## config.mk

```make
export PLATFORM = sky130hd
export DESIGN_NAME = led_pattern_sequencer_core
export DESIGN_NICKNAME = d
export VERILOG_FILES = /design/src/sv/lps_pkg.sv /design/src/sv/led_pattern_sequencer_core.sv /design/src/sv/lps_engine.sv
export VERILOG_INCLUDE_DIRS = /design/src /design/src/sv
export SDC_FILE = /design/constraint.sdc
export NUM_CORES = 1
export LEC_CHECK = 0
export BUFFER_PORTS_ARGS = -buffer_cell sky130_fd_sc_hd__clkbuf_2
export CAP_MARGIN = 5
export CORE_ASPECT_RATIO = 0.5
export CORE_MARGIN = 1.5
export CORE_UTILIZATION = 43
export DETAILED_ROUTE_END_ITERATION = 6
export PLACE_DENSITY = 0.59
export SLEW_MARGIN = 10
export SYNTH_ARGS = -nofsm -noshare
export SYNTH_HDL_FRONTEND = slang
export SYNTH_SLANG_ARGS = --single-unit
```

## constraint.sdc

```tcl
create_clock -name clk -period 4.8 [get_ports clk]
set_input_delay 0.72 -clock clk [delete_from_list [all_inputs] [get_ports clk]]
set_output_delay 0.72 -clock clk [all_outputs]
set_load 0.02 [all_outputs]
```

## src/sv/led_pattern_sequencer_core_defines.svh

```systemverilog
// Assertion macros shared by the LED pattern sequencer RTL.
`ifndef LED_PATTERN_SEQUENCER_CORE_DEFINES_SVH
`define LED_PATTERN_SEQUENCER_CORE_DEFINES_SVH

// Consequent must hold in the same cycle as the antecedent.
`define LPS_ASSERT_SAME(label, clk, rst, ante, cons, msg) \
  label: assert property (@(posedge clk) disable iff (rst) (ante) |-> (cons)) \
    else $error(msg);

// Consequent must hold in the cycle after the antecedent.
`define LPS_ASSERT_NEXT(label, clk, rst, ante, cons, msg) \
  label: assert property (@(posedge clk) disable iff (rst) (ante) |=> (cons)) \
    else $error(msg);

`endif

```

## src/sv/lps_pkg.sv

```systemverilog
// Shared types and codes of the LED pattern sequencer.
package lps_pkg;

  // Default sizes.
  localparam int TABLE_DEPTH_DEF = 16;
  localparam int LEVEL_BITS_DEF  = 16;
  // Upper bound on entries walked in one step event.
  localparam int WALK_LIMIT_MAX  = 16;

  // Request operations.
  localparam logic [1:0] OP_LOAD  = 2'd0;
  localparam logic [1:0] OP_START = 2'd1;
  localparam logic [1:0] OP_TICK  = 2'd2;

  // Step entry kinds; the unused code behaves as a fade.
  localparam logic [1:0] KIND_SET  = 2'd0;
  localparam logic [1:0] KIND_HOLD = 2'd1;
  localparam logic [1:0] KIND_FADE = 2'd2;

  // Output command codes.
  localparam logic CMD_SET  = 1'b0;
  localparam logic CMD_FADE = 1'b1;

  // One request.
  typedef struct packed {
    logic [1:0]         operation;
    logic [3:0]         entry_index;
    logic [1:0]         step_kind;
    logic [15:0]        step_level;
    logic [15:0]        step_duration;
    logic [4:0]         run_length;
    logic signed [15:0] extra_passes;
    logic [15:0]        final_level_in;
  } item_t;

  // One output command.
  typedef struct packed {
    logic        command;
    logic [15:0] out_level;
    logic [15:0] fade_millis;
    logic        last;
  } out_t;

  // Command handed from the engine to the output register.
  typedef struct packed {
    logic valid;
    out_t item;
  } push_t;

endpackage

```

## src/sv/led_pattern_sequencer_core.sv

```systemverilog
// Top level of the LED pattern sequencer: request port, engine and command register.
//
//   Channel  Signals                       Direction  Contents
//   item     item_valid, item_stall, item  in         load, start or tick request
//   cmd      cmd_valid, cmd_stall, cmd     out        set or fade command
//
// A load, or a tick that does not end a wait, leaves the engine idle.
// A step event walks the step table entry by entry through its single read port,
// stops at a delay, the run end or the walk limit, and hands over its last
// command from the flush state.
// Reset clears the run registers; table entries hold nothing until loaded.
// A held cmd_stall pauses the walk once output and pending registers are both full.
module led_pattern_sequencer_core #(
  parameter int TableDepth = lps_pkg::TABLE_DEPTH_DEF,
  parameter int LevelBits  = lps_pkg::LEVEL_BITS_DEF
) (
  input  logic           clk,
  input  logic           rst,
  input  logic           item_valid,
  output logic           item_stall,
  input  lps_pkg::item_t item,
  output logic           cmd_valid,
  input  logic           cmd_stall,
  output lps_pkg::out_t  cmd
);

  logic           busy;
  logic           in_accept;
  logic           push_ready;
  lps_pkg::push_t push;

  // Requests are taken only while the engine is idle.
  assign item_stall = busy;
  assign in_accept  = item_valid && !busy;

  lps_engine #(
    .TableDepth (TableDepth),
    .LevelBits  (LevelBits)
  ) u_engine (
    .clk        (clk),
    .rst        (rst),
    .in_accept  (in_accept),
    .in_item    (item),
    .busy       (busy),
    .push       (push),
    .push_ready (push_ready)
  );

  // Output register: free when empty or when its command is taken this cycle.
  assign push_ready = !cmd_valid || !cmd_stall;

  always_ff @(posedge clk) begin
    if (rst) begin
      cmd_valid <= 1'b0;
    end else if (push.valid && push_ready) begin
      cmd_valid <= 1'b1;
    end else if (!cmd_stall) begin
      cmd_valid <= 1'b0;
    end
  end

  always_ff @(posedge clk) begin
    if (push.valid && push_ready) begin
      cmd <= push.item;
    end
  end

endmodule

```

## src/sv/lps_engine.sv

```systemverilog
// Step table memory and walk sequencer of the LED pattern sequencer.
module lps_engine #(
  parameter int TableDepth = lps_pkg::TABLE_DEPTH_DEF,
  parameter int LevelBits  = lps_pkg::LEVEL_BITS_DEF
) (
  input  logic           clk,
  input  logic           rst,
  input  logic           in_accept,
  input  lps_pkg::item_t in_item,
  output logic           busy,
  output lps_pkg::push_t push,
  input  logic           push_ready
);

  localparam int AW = $clog2(TableDepth);
  localparam int PW = $clog2(TableDepth + 1);
  localparam int WalkLimit = (TableDepth < lps_pkg::WALK_LIMIT_MAX) ?
                             TableDepth : lps_pkg::WALK_LIMIT_MAX;
  localparam int DW = $clog2(WalkLimit + 1);
  localparam int EW = 2 + LevelBits + 16;

  localparam logic [1:0] S_IDLE  = 2'd0;
  localparam logic [1:0] S_WALK  = 2'd1;
  localparam logic [1:0] S_FLUSH = 2'd2;

  logic [1:0]           state, state_next;
  logic [PW-1:0]        position, position_next;
  logic [PW-1:0]        active_length, active_length_next;
  logic [15:0]          passes_left, passes_left_next;
  logic [LevelBits-1:0] final_level, final_level_next;
  logic [15:0]          wait_countdown, wait_countdown_next;
  logic                 waiting, waiting_next;
  logic [DW-1:0]        done_count, done_count_next;
  logic                 pend_valid, pend_valid_next;
  lps_pkg::out_t        pend_item, pend_item_next;

  logic [EW-1:0]        table_mem [TableDepth];
  logic [EW-1:0]        rd_data;
  logic [AW-1:0]        rd_addr;
  logic                 load_en;

  logic [1:0]           e_kind;
  logic [LevelBits-1:0] e_level;
  logic [15:0]          e_dur;
  logic [PW-1:0]        len_sat;

  assign e_kind  = rd_data[EW-1 -: 2];
  assign e_level = rd_data[16 +: LevelBits];
  assign e_dur   = rd_data[15:0];
  assign busy    = (state != S_IDLE);

  // A run length beyond the table saturates to the table depth.
  assign len_sat = (32'(in_item.run_length) > TableDepth) ?
                   PW'(TableDepth) : PW'(in_item.run_length);

  // The table is read every cycle at the position the sequencer holds next.
  assign rd_addr = (32'(position_next) < TableDepth) ? AW'(position_next) : '0;
  assign load_en = in_accept && (in_item.operation == lps_pkg::OP_LOAD) &&
                   (32'(in_item.entry_index) < TableDepth);

  // Step table: one write port for loads, one registered read port.
  always_ff @(posedge clk) begin
    if (load_en) begin
      table_mem[AW'(in_item.entry_index)] <= {in_item.step_kind,
                                              in_item.step_level[LevelBits-1:0],
                                              in_item.step_duration};
    end
    rd_data <= table_mem[rd_addr];
  end

  // Sequencer: request decode, one entry per unheld walk cycle, final flush.
  always_comb begin
    lps_pkg::out_t new_item;
    logic          at_end;
    logic          at_limit;
    logic          emits;
    logic          hold;
    logic [15:0]   delay;
    logic [PW-1:0] pos_inc;

    state_next          = state;
    position_next       = position;
    active_length_next  = active_length;
    passes_left_next    = passes_left;
    final_level_next    = final_level;
    wait_countdown_next = wait_countdown;
    waiting_next        = waiting;
    done_count_next     = done_count;
    pend_valid_next     = pend_valid;
    pend_item_next      = pend_item;
    push.valid          = 1'b0;
    push.item           = pend_item;
    push.item.last      = 1'b0;

    at_end   = (position >= active_length);
    at_limit = (32'(done_count) >= WalkLimit);
    pos_inc  = position + PW'(1);
    delay    = '0;
    emits    = 1'b0;
    hold     = 1'b0;
    new_item.command     = lps_pkg::CMD_SET;
    new_item.out_level   = 16'(final_level);
    new_item.fade_millis = '0;
    new_item.last        = 1'b0;

    case (state)
      S_IDLE: begin
        if (in_accept) begin
          case (in_item.operation)
            lps_pkg::OP_START: begin
              active_length_next = len_sat;
              passes_left_next   = in_item.extra_passes;
              final_level_next   = in_item.final_level_in[LevelBits-1:0];
              position_next      = '0;
              done_count_next    = '0;
              if (len_sat != '0 && !waiting) begin
                state_next = S_WALK;
              end else begin
                // Start over a pending wait or an empty run: final level only.
                pend_item_next.command     = lps_pkg::CMD_SET;
                pend_item_next.out_level   = 16'(in_item.final_level_in[LevelBits-1:0]);
                pend_item_next.fade_millis = '0;
                pend_item_next.last        = 1'b0;
                pend_valid_next            = 1'b1;
                state_next                 = S_FLUSH;
              end
            end
            lps_pkg::OP_TICK: begin
              if (waiting) begin
                if (wait_countdown != '0) begin
                  wait_countdown_next = wait_countdown - 16'd1;
                end
                if (wait_countdown <= 16'd1) begin
                  waiting_next    = 1'b0;
                  done_count_next = '0;
                  state_next      = S_WALK;
                end
              end
            end
            default: ;
          endcase
        end
      end

      S_WALK: begin
        // Decide what the current entry produces.
        if (at_end) begin
          emits = 1'b1;
        end else if (!at_limit) begin
          case (e_kind)
            lps_pkg::KIND_SET: begin
              emits              = 1'b1;
              new_item.out_level = 16'(e_level);
            end
            lps_pkg::KIND_HOLD: begin
              delay = e_dur;
            end
            default: begin
              emits                = 1'b1;
              new_item.command     = lps_pkg::CMD_FADE;
              new_item.out_level   = 16'(e_level);
              new_item.fade_millis = e_dur;
              delay                = e_dur;
            end
          endcase
        end

        // A new command needs the pending one moved out first.
        hold = emits && pend_valid && !push_ready;
        if (!hold) begin
          push.valid = emits && pend_valid;
          if (emits) begin
            pend_item_next  = new_item;
            pend_valid_next = 1'b1;
          end
          if (at_end) begin
            active_length_next = '0;
            state_next         = S_FLUSH;
          end else if (at_limit) begin
            waiting_next        = 1'b1;
            wait_countdown_next = 16'd1;
            state_next          = pend_valid ? S_FLUSH : S_IDLE;
          end else begin
            done_count_next = done_count + DW'(1);
            position_next   = pos_inc;
            if (pos_inc == active_length && passes_left != '0) begin
              if (!passes_left[15]) begin
                passes_left_next = passes_left - 16'd1;
              end
              position_next = '0;
            end
            if (delay != '0) begin
              waiting_next        = 1'b1;
              wait_countdown_next = delay;
              state_next          = (emits || pend_valid) ? S_FLUSH : S_IDLE;
            end
          end
        end
      end

      S_FLUSH: begin
        // Last command of the request carries the last flag.
        push.valid     = 1'b1;
        push.item.last = 1'b1;
        if (push_ready) begin
          pend_valid_next = 1'b0;
          state_next      = S_IDLE;
        end
      end

      default: begin
        state_next = S_IDLE;
      end
    endcase
  end

  // Control and run registers.
  always_ff @(posedge clk) begin
    if (rst) begin
      state          <= S_IDLE;
      position       <= '0;
      active_length  <= '0;
      passes_left    <= '0;
      final_level    <= '0;
      wait_countdown <= '0;
      waiting        <= 1'b0;
      done_count     <= '0;
      pend_valid     <= 1'b0;
    end else begin
      state          <= state_next;
      position       <= position_next;
      active_length  <= active_length_next;
      passes_left    <= passes_left_next;
      final_level    <= final_level_next;
      wait_countdown <= wait_countdown_next;
      waiting        <= waiting_next;
      done_count     <= done_count_next;
      pend_valid     <= pend_valid_next;
    end
  end

  // Pending command payload.
  always_ff @(posedge clk) begin
    pend_item <= pend_item_next;
  end

`include "led_pattern_sequencer_core_defines.svh"

  `LPS_ASSERT_SAME(a_flush_has_cmd, clk, rst, state == S_FLUSH, pend_valid, "flush with no pending command")
  `LPS_ASSERT_NEXT(a_last_ends_req, clk, rst, push.valid && push_ready && push.item.last, state == S_IDLE && !pend_valid, "sequencer busy after last command")
  `LPS_ASSERT_SAME(a_wait_nonzero, clk, rst, waiting, wait_countdown != '0, "waiting with an expired countdown")
  `LPS_ASSERT_SAME(a_walk_bounded, clk, rst, state == S_WALK, 32'(done_count) <= WalkLimit, "walk went past its entry limit")

endmodule

```

After elaboration in Yosys (flattened, before gate mapping)
Memories as Yosys holds them, arrays and structs flattened. A register that Yosys moved wholly into a read port is not among the register bits.
Cells that the tools add are included.
{"block": "word_totals", "reg_bits": 135, "mem_bits_rw": 544, "elab_cells": 183, "memories": 1}
{"block": "op_classes", "add_sub_neg": 4, "magnitude_cmp": 5, "eq_ne": 26, "muxes": 94, "n_reduce_logical": 35}
{"memory": "u_engine.table_mem", "depth": 16, "width": 34, "rd": 1, "rd_clocked_by_memory_dff": 1, "write_ports": 1, "line": "lps_engine.sv:37", "source": "logic [EW-1:0] table_mem [TableDepth];"}
{"operator": "2-to-1 mux 16 bit", "count": 21}
{"operator": "2-to-1 mux 34 bit", "count": 5}
{"operator": "2-to-1 mux 5 bit", "count": 17}
{"operator": "case mux 34 bit (2 select lines)", "count": 1}
{"operator": "2-to-1 mux 33 bit", "count": 2}
{"operator": "case mux 16 bit (2 select lines)", "count": 2}
{"operator": "nonzero test 16 bit", "count": 3}
{"operator": "case mux 5 bit (2 select lines)", "count": 4}
{"operator": "subtractor 16 x 1 -> 16 bit (second input constant)", "count": 2}
{"operator": "2-to-1 mux 1 bit", "count": 25}
{"operator": "AND reduction 8 bit", "count": 3}
{"operator": "2-to-1 mux 2 bit", "count": 11}
{"operator": "AND reduction 7 bit", "count": 3}
{"operator": "less-or-equal comparator 16 x 1 -> 1 bit (second input constant)", "count": 1}
{"operator": "inequality test 2 bit (second input constant)", "count": 8}
{"operator": "inequality test 2 x 1 -> 1 bit (second input constant)", "count": 7}
{"operator": "AND reduction 6 bit", "count": 2}
{"operator": "adder 5 x 1 -> 5 bit (second input constant)", "count": 2}
{"operator": "logical AND 1 bit", "count": 7}
{"operator": "equality test 2 x 1 -> 1 bit (second input constant)", "count": 3}
{"operator": "logical NOT 2 bit", "count": 3}
{"operator": "inequality test 3 x 2 -> 1 bit (second input constant)", "count": 2}
{"operator": "case mux 2 bit (3 select lines)", "count": 1}
{"operator": "equality test 5 bit", "count": 1}
{"operator": "other kinds (20)", "count": 28}

Depth between registers and ports, before layout
{"block": "logic_depth", "word_depth": 12, "depth_mapped": 15, "ltp_nobuf": 12}

Hierarchy
Synthesis repeated with hierarchy kept, for this count alone.
{"block": "hier_totals", "cells_unflattened": 1944, "area_unflattened_um2": 27979.3}
{"module": "lps_engine", "n_inst": 1, "cells_per_inst": 1904, "area_per_inst_um2": 26913.3, "seq_area_each_um2": 19348.6}
{"module": "led_pattern_sequencer_core", "n_inst": 1, "cells_per_inst": 40, "area_per_inst_um2": 1066.0, "seq_area_each_um2": 1041.0}

Least setup slack after synthesis
OpenSTA, ideal clock, no wires.
{"block": "synth_timing", "kind": "input to register", "from": "input port item[75] (netlist bit)", "to": "memory u_engine.table_mem[0][0] (netlist bit) (enable)", "setup_time_ns": 0.468, "t_arrival_ns": 3.751, "required_time_ns": 4.332, "path_slack_ns": 0.581, "stages": 5, "path_cell_list": "inv_1 > ha_1 > nand3_1 > or3_1 > nor3_1"}
{"block": "synth_via", "elab_chain_len": 4}
{"item": "start: declaration", "line": "led_pattern_sequencer_core.sv:21", "source": "input lps_pkg::item_t item,"}
{"item": "logical NOT 2 bit", "line": "lps_engine.sv:58", "source": "assign load_en = in_accept && (in_item.operation == lps_pkg::OP_LOAD) &&"}
{"item": "logical AND 1 bit", "line": "lps_engine.sv:58"}
{"item": "2-to-1 mux 1 bit", "line": "lps_engine.sv:63", "source": "if (load_en) begin"}
{"item": "2-to-1 mux 1 bit (not written as such)", "line": "lps_engine.sv:64", "source": "table_mem[AW'(in_item.entry_index)] <= {in_item.step_kind,"}
{"item": "end: declaration", "line": "lps_engine.sv:37"}
No other way between the ends.

Worst setup path after layout
{"block": "layout_timing", "from": "register u_engine.position[2]", "to": "register u_engine.rd_data[15] (read register of u_engine.table_mem)"}
{"block": "layout_via", "elab_chain_len": 10, "word_cells_on_any_way": 17, "classes_between": "1 x add/sub; 2 x order compare; 1 x eq/ne; 10 x mux; 3 x reduce/logical"}
{"item": "start: declaration", "line": "lps_engine.sv:27", "source": "logic [PW-1:0] position, position_next;"}
{"item": "start signal: assignment", "line": "lps_engine.sv:231", "source": "position <= position_next;"}
{"item": "adder 5 x 1 -> 5 bit", "line": "lps_engine.sv:97", "source": "pos_inc = position + PW'(1);"}
{"item": "equality test 5 bit", "line": "lps_engine.sv:186", "source": "if (pos_inc == active_length && passes_left != '0) begin"}
{"item": "logical AND 1 bit", "line": "lps_engine.sv:186"}
{"item": "2-to-1 mux 5 bit", "line": "lps_engine.sv:186"}
{"item": "2-to-1 mux 5 bit", "line": "lps_engine.sv:179", "source": "end else if (at_limit) begin"}
{"item": "2-to-1 mux 5 bit", "line": "lps_engine.sv:176", "source": "if (at_end) begin"}
{"item": "2-to-1 mux 5 bit", "line": "lps_engine.sv:170", "source": "if (!hold) begin"}
{"item": "case mux 5 bit (2 select lines) *", "line": "lps_engine.sv:106", "source": "case (state)"}
{"item": "less-than comparator 5 bit", "line": "lps_engine.sv:57", "source": "assign rd_addr = (32'(position_next) < TableDepth) ? AW'(position_next) : '0;"}
{"item": "2-to-1 mux 4 bit *", "line": "lps_engine.sv:57"}
{"item": "end: declaration", "line": "lps_engine.sv:38", "source": "logic [EW-1:0] rd_data;"}
Mark *: on every way between the ends. The rest lies on a longest branch, timed or not. The select of a mux whose other input is x is not followed.
A chain may end at the register's enable or synchronous reset.

==> results.md <==
- Outcome: completed
- WS Path Type: register to register
- Number of synthesized register bits: 713
- CTS root buf: clkbuf_16
- Crit. End Element: register
- HPWL after DPL: slightly above 40000 um
- Number of flops mapped to enable cells by yosys: 611
- Antenna violations before repair: 3
- Worst Tran Pin Value: around 1100 ps
- Unrepaired setup endpoints after global routing: false
- Initial core utilization: 0.440
- CP max stage cell: nand3_2
- Synth Warn #: 0
- Max_cap viols: 0
- Cells traversed along the worst timing path: ha_1, a21o_1, a31oi_1, o21ai_1, nor3_1, nand2_1, o2111ai_1, nand3_2, a311oi_1, or4_1
- Startpoint Class: register
- Port bufs: around 120
- F_max: approximately 240 MHz
- # rows: 65
- GRT Overall Usage: 0.224
- Via-to-Cell Ratio: just under 6
- Max Clock Skew: 29.1 ps
- Syn Area/Cell: 13.9 um^2
- Avg WL per Cell: between 20 and 25 um
- Count of pins over their slew limit: 0
- Total clock sinks: roughly 700
- Final setup TNS: 0 ps
- Worst min-delay path class: input port to register
- Post-cts repair resize count: 0
- Post-Synthesis Cells: between 2000 and 2500
- Clock Latency Late Sink: slightly below 600 ps
- 1st-pass router iterations: 7
- Post-route worst setup slack: roughly 630 ps
- CTS tree: yes
- Minimum clock period: between 4000 and 5000 ps
- # hold bufs at CTS: 0
- Layout area overhead: 13.9%
- Maximum vdd drop: 253 uV
- Routed Antenna Nets: 0
- Crit-path max FO: 20
- Pre-CTS setup slack: ~670 ps
- CTS buffer count: 66
- Register area share after synthesis: 0.727
- Via count: 17900
- Syn_nets: 2111
- Largest net degree at the start of global routing: between 100 and 150
- Synth cell types: between 60 and 70
- Clock buffer depth: 3
- CP Data Required Time: between 5000 and 6000 ps
- Commonest register cell after synthesis: edfxtp_1
- Number of top-level pins: between 100 and 150
- Die Wd: 364 um
- Setup Viol. Count Final: 0
- Mapped cell area: approximately 28000 um^2
- Rel. slew slack: 0.245
- Share of the clock period used by the worst path: 0.868
- Drc violations: 0
- Final hold violations: 0
- Clock Pin Slew Worst Setup and Hold Paths: 70 ps
- Core box area: approximately 64000 um^2
- Die area: approximately 67000 um^2
- Drt total wl: ~75000 um
- Power Density: ~470 nW/um^2
- H-tree depth: 3
- Global-route wire length before repair: between 100000 and 150000 um
- Routability cong.: about 0.84
- Arr. time, crit path: 4700 ps
- Nets@finish: 2214
- DR iter-0 viols: 2190
- Vias in the first global route: between 15000 and 20000
- Fraction of registers with async set/reset: 0
- Slowest stage delay, CP: between 700 and 800 ps
- Share of cells above drive strength 1: 0.138
- Grt ovf: 0
- Leakage: ~11 nW
- Die Height: 184 um
- Postcts setup bufs: 0
[report_power, final]
group / switching [mW] / internal [mW]
Sequential: 0.248 / 7.20
Clock: 2.26 / 2.79
Combinational: 1.60 / 0.860
[per-layer routing]
layer / GRT usage / vias to the layer above / share of wire
li1: - / 8080 / -
met1: 0.325 / 8950 / 0.44
met2: 0.340 / 778 / 0.44
met3: 0.0500 / 124 / 0.096
met4: 0.0607 / 0 / 0.021
met5: 0 / - / 0
[logic make-up after synthesis]
kind of cell / after synthesis / share of synthesized area
xor gates and xnor gates: 14 / 0.00437
adders and majority gates: 17 / 0.00759
DFF: 713 / 0.727
buffers and inverters: 158 / 0.0239
and+or+nand+nor: 602 / 0.105
muxes: 53 / 0.0190
AOI/OAI and AO/OA: 456 / 0.113
[sequential cells by signal (all words and copies together) (netlist names)]
signal / count
u_engine.wait_countdown: 16
u_engine.position: 5
u_engine.push: 33
u_engine.active_length: 5
u_engine.passes_left: 16
cmd: 34
u_engine.done_count: 5
cmd_valid: 1
u_engine.state: 2
u_engine.waiting: 1
u_engine.table_mem: 544
u_engine.pend_valid: 1
u_engine.rd_data: 34
u_engine.final_level: 16
[path summary, 6_finish.rpt]
path	start	endpoint	slack [ps]	cells after the start
setup / recovery	u_engine.position[2]$_SDFF_PP0_	u_engine.rd_data[15]$_DFF_P_	630	10
hold / removal	item[6]	u_engine.final_level[6]$_SDFFE_PP0P_	380	3
setup reg to reg	u_engine.position[2]$_SDFF_PP0_	u_engine.rd_data[15]$_DFF_P_	630	10
hold reg to reg	u_engine.push[32]$_DFFE_PP_	cmd[32]$_DFFE_PP_	420	0
[synthesized netlist by cell type (all sizes together), types with 6 or more instances]
| master | number | area [um^2] |
|---|---|---|
| edfxtp | 611 | 18300 |
| nand2 | 223 | 842 |
| a211oi | 120 | 901 |
| and3 | 107 | 669 |
| o22ai | 107 | 669 |
| clkbuf | 104 | 390 |
| nor2 | 103 | 389 |
| dfxtp | 102 | 2040 |
| a311oi | 69 | 604 |
| a21oi | 67 | 335 |
| nor3 | 55 | 280 |
| mux2i | 52 | 521 |
| or4 | 37 | 278 |
| buf | 31 | 193 |
| o21ai | 31 | 159 |
| inv | 23 | 86.3 |
| a22oi | 20 | 150 |
| and2 | 18 | 113 |
| ha | 17 | 213 |
| nand3 | 17 | 85.1 |
| nor4 | 11 | 68.8 |
| xor2 | 10 | 87.6 |
| nand2b | 9 | 56.3 |
| a22o | 7 | 61.3 |
| o31ai | 6 | 45.0 |
[cell type report]
type                    count  area, um^2
fillers                  5472       31800
flip-flops and latches    713       20400
multi-input cells        1142        7200
well taps                 871        1090
clock inverters            25         190
inverters                  23        86.3
repair buffers            170        1110
diodes                      2        5.00
clock buffers              94        1870
[stage by stage]
step | std cells | utilization | hold WS (ps) | total power, mW | area, um^2
floorplan | 2013 | - | 400 | 9.26 | 28000
global placement | 2919 | 0.469 | 403 | 10.0 | 29900
detailed placement | 2919 | 0.469 | 405 | 10.0 | 29900
CTS | 3038 | 0.501 | 345 | 15.0 | 31900
global route | 3039 | 0.501 | 367 | 15.6 | 31900
finish | 3040 | 0.501 | 377 | 15.0 | 31900
[worst max-delay path: cells and delay by family (launching register included)]
family | cells | cell delay, ps
simple gates | 4 | 1510
fa+ha+maj | 1 | 330
compound gates | 5 | 1690
flops | 1 | 570
[layout by cell type, fill, tap and decap left out, types with 23 or more instances in the layout]
cell and instances:
edfxtp_1 611, nand2_1 218, a211oi_1 120, clkbuf_2 116, o22ai_1 107, and3_1 106, dfxtp_1 102, nor2_1 90
a311oi_1 69, clkbuf_16 68, a21oi_1 66, mux2i_1 52, nor3_1 49, buf_4 44, or4_1 37, o21ai_0 29
inv_1 23
Power figures use the tool's default switching activity.
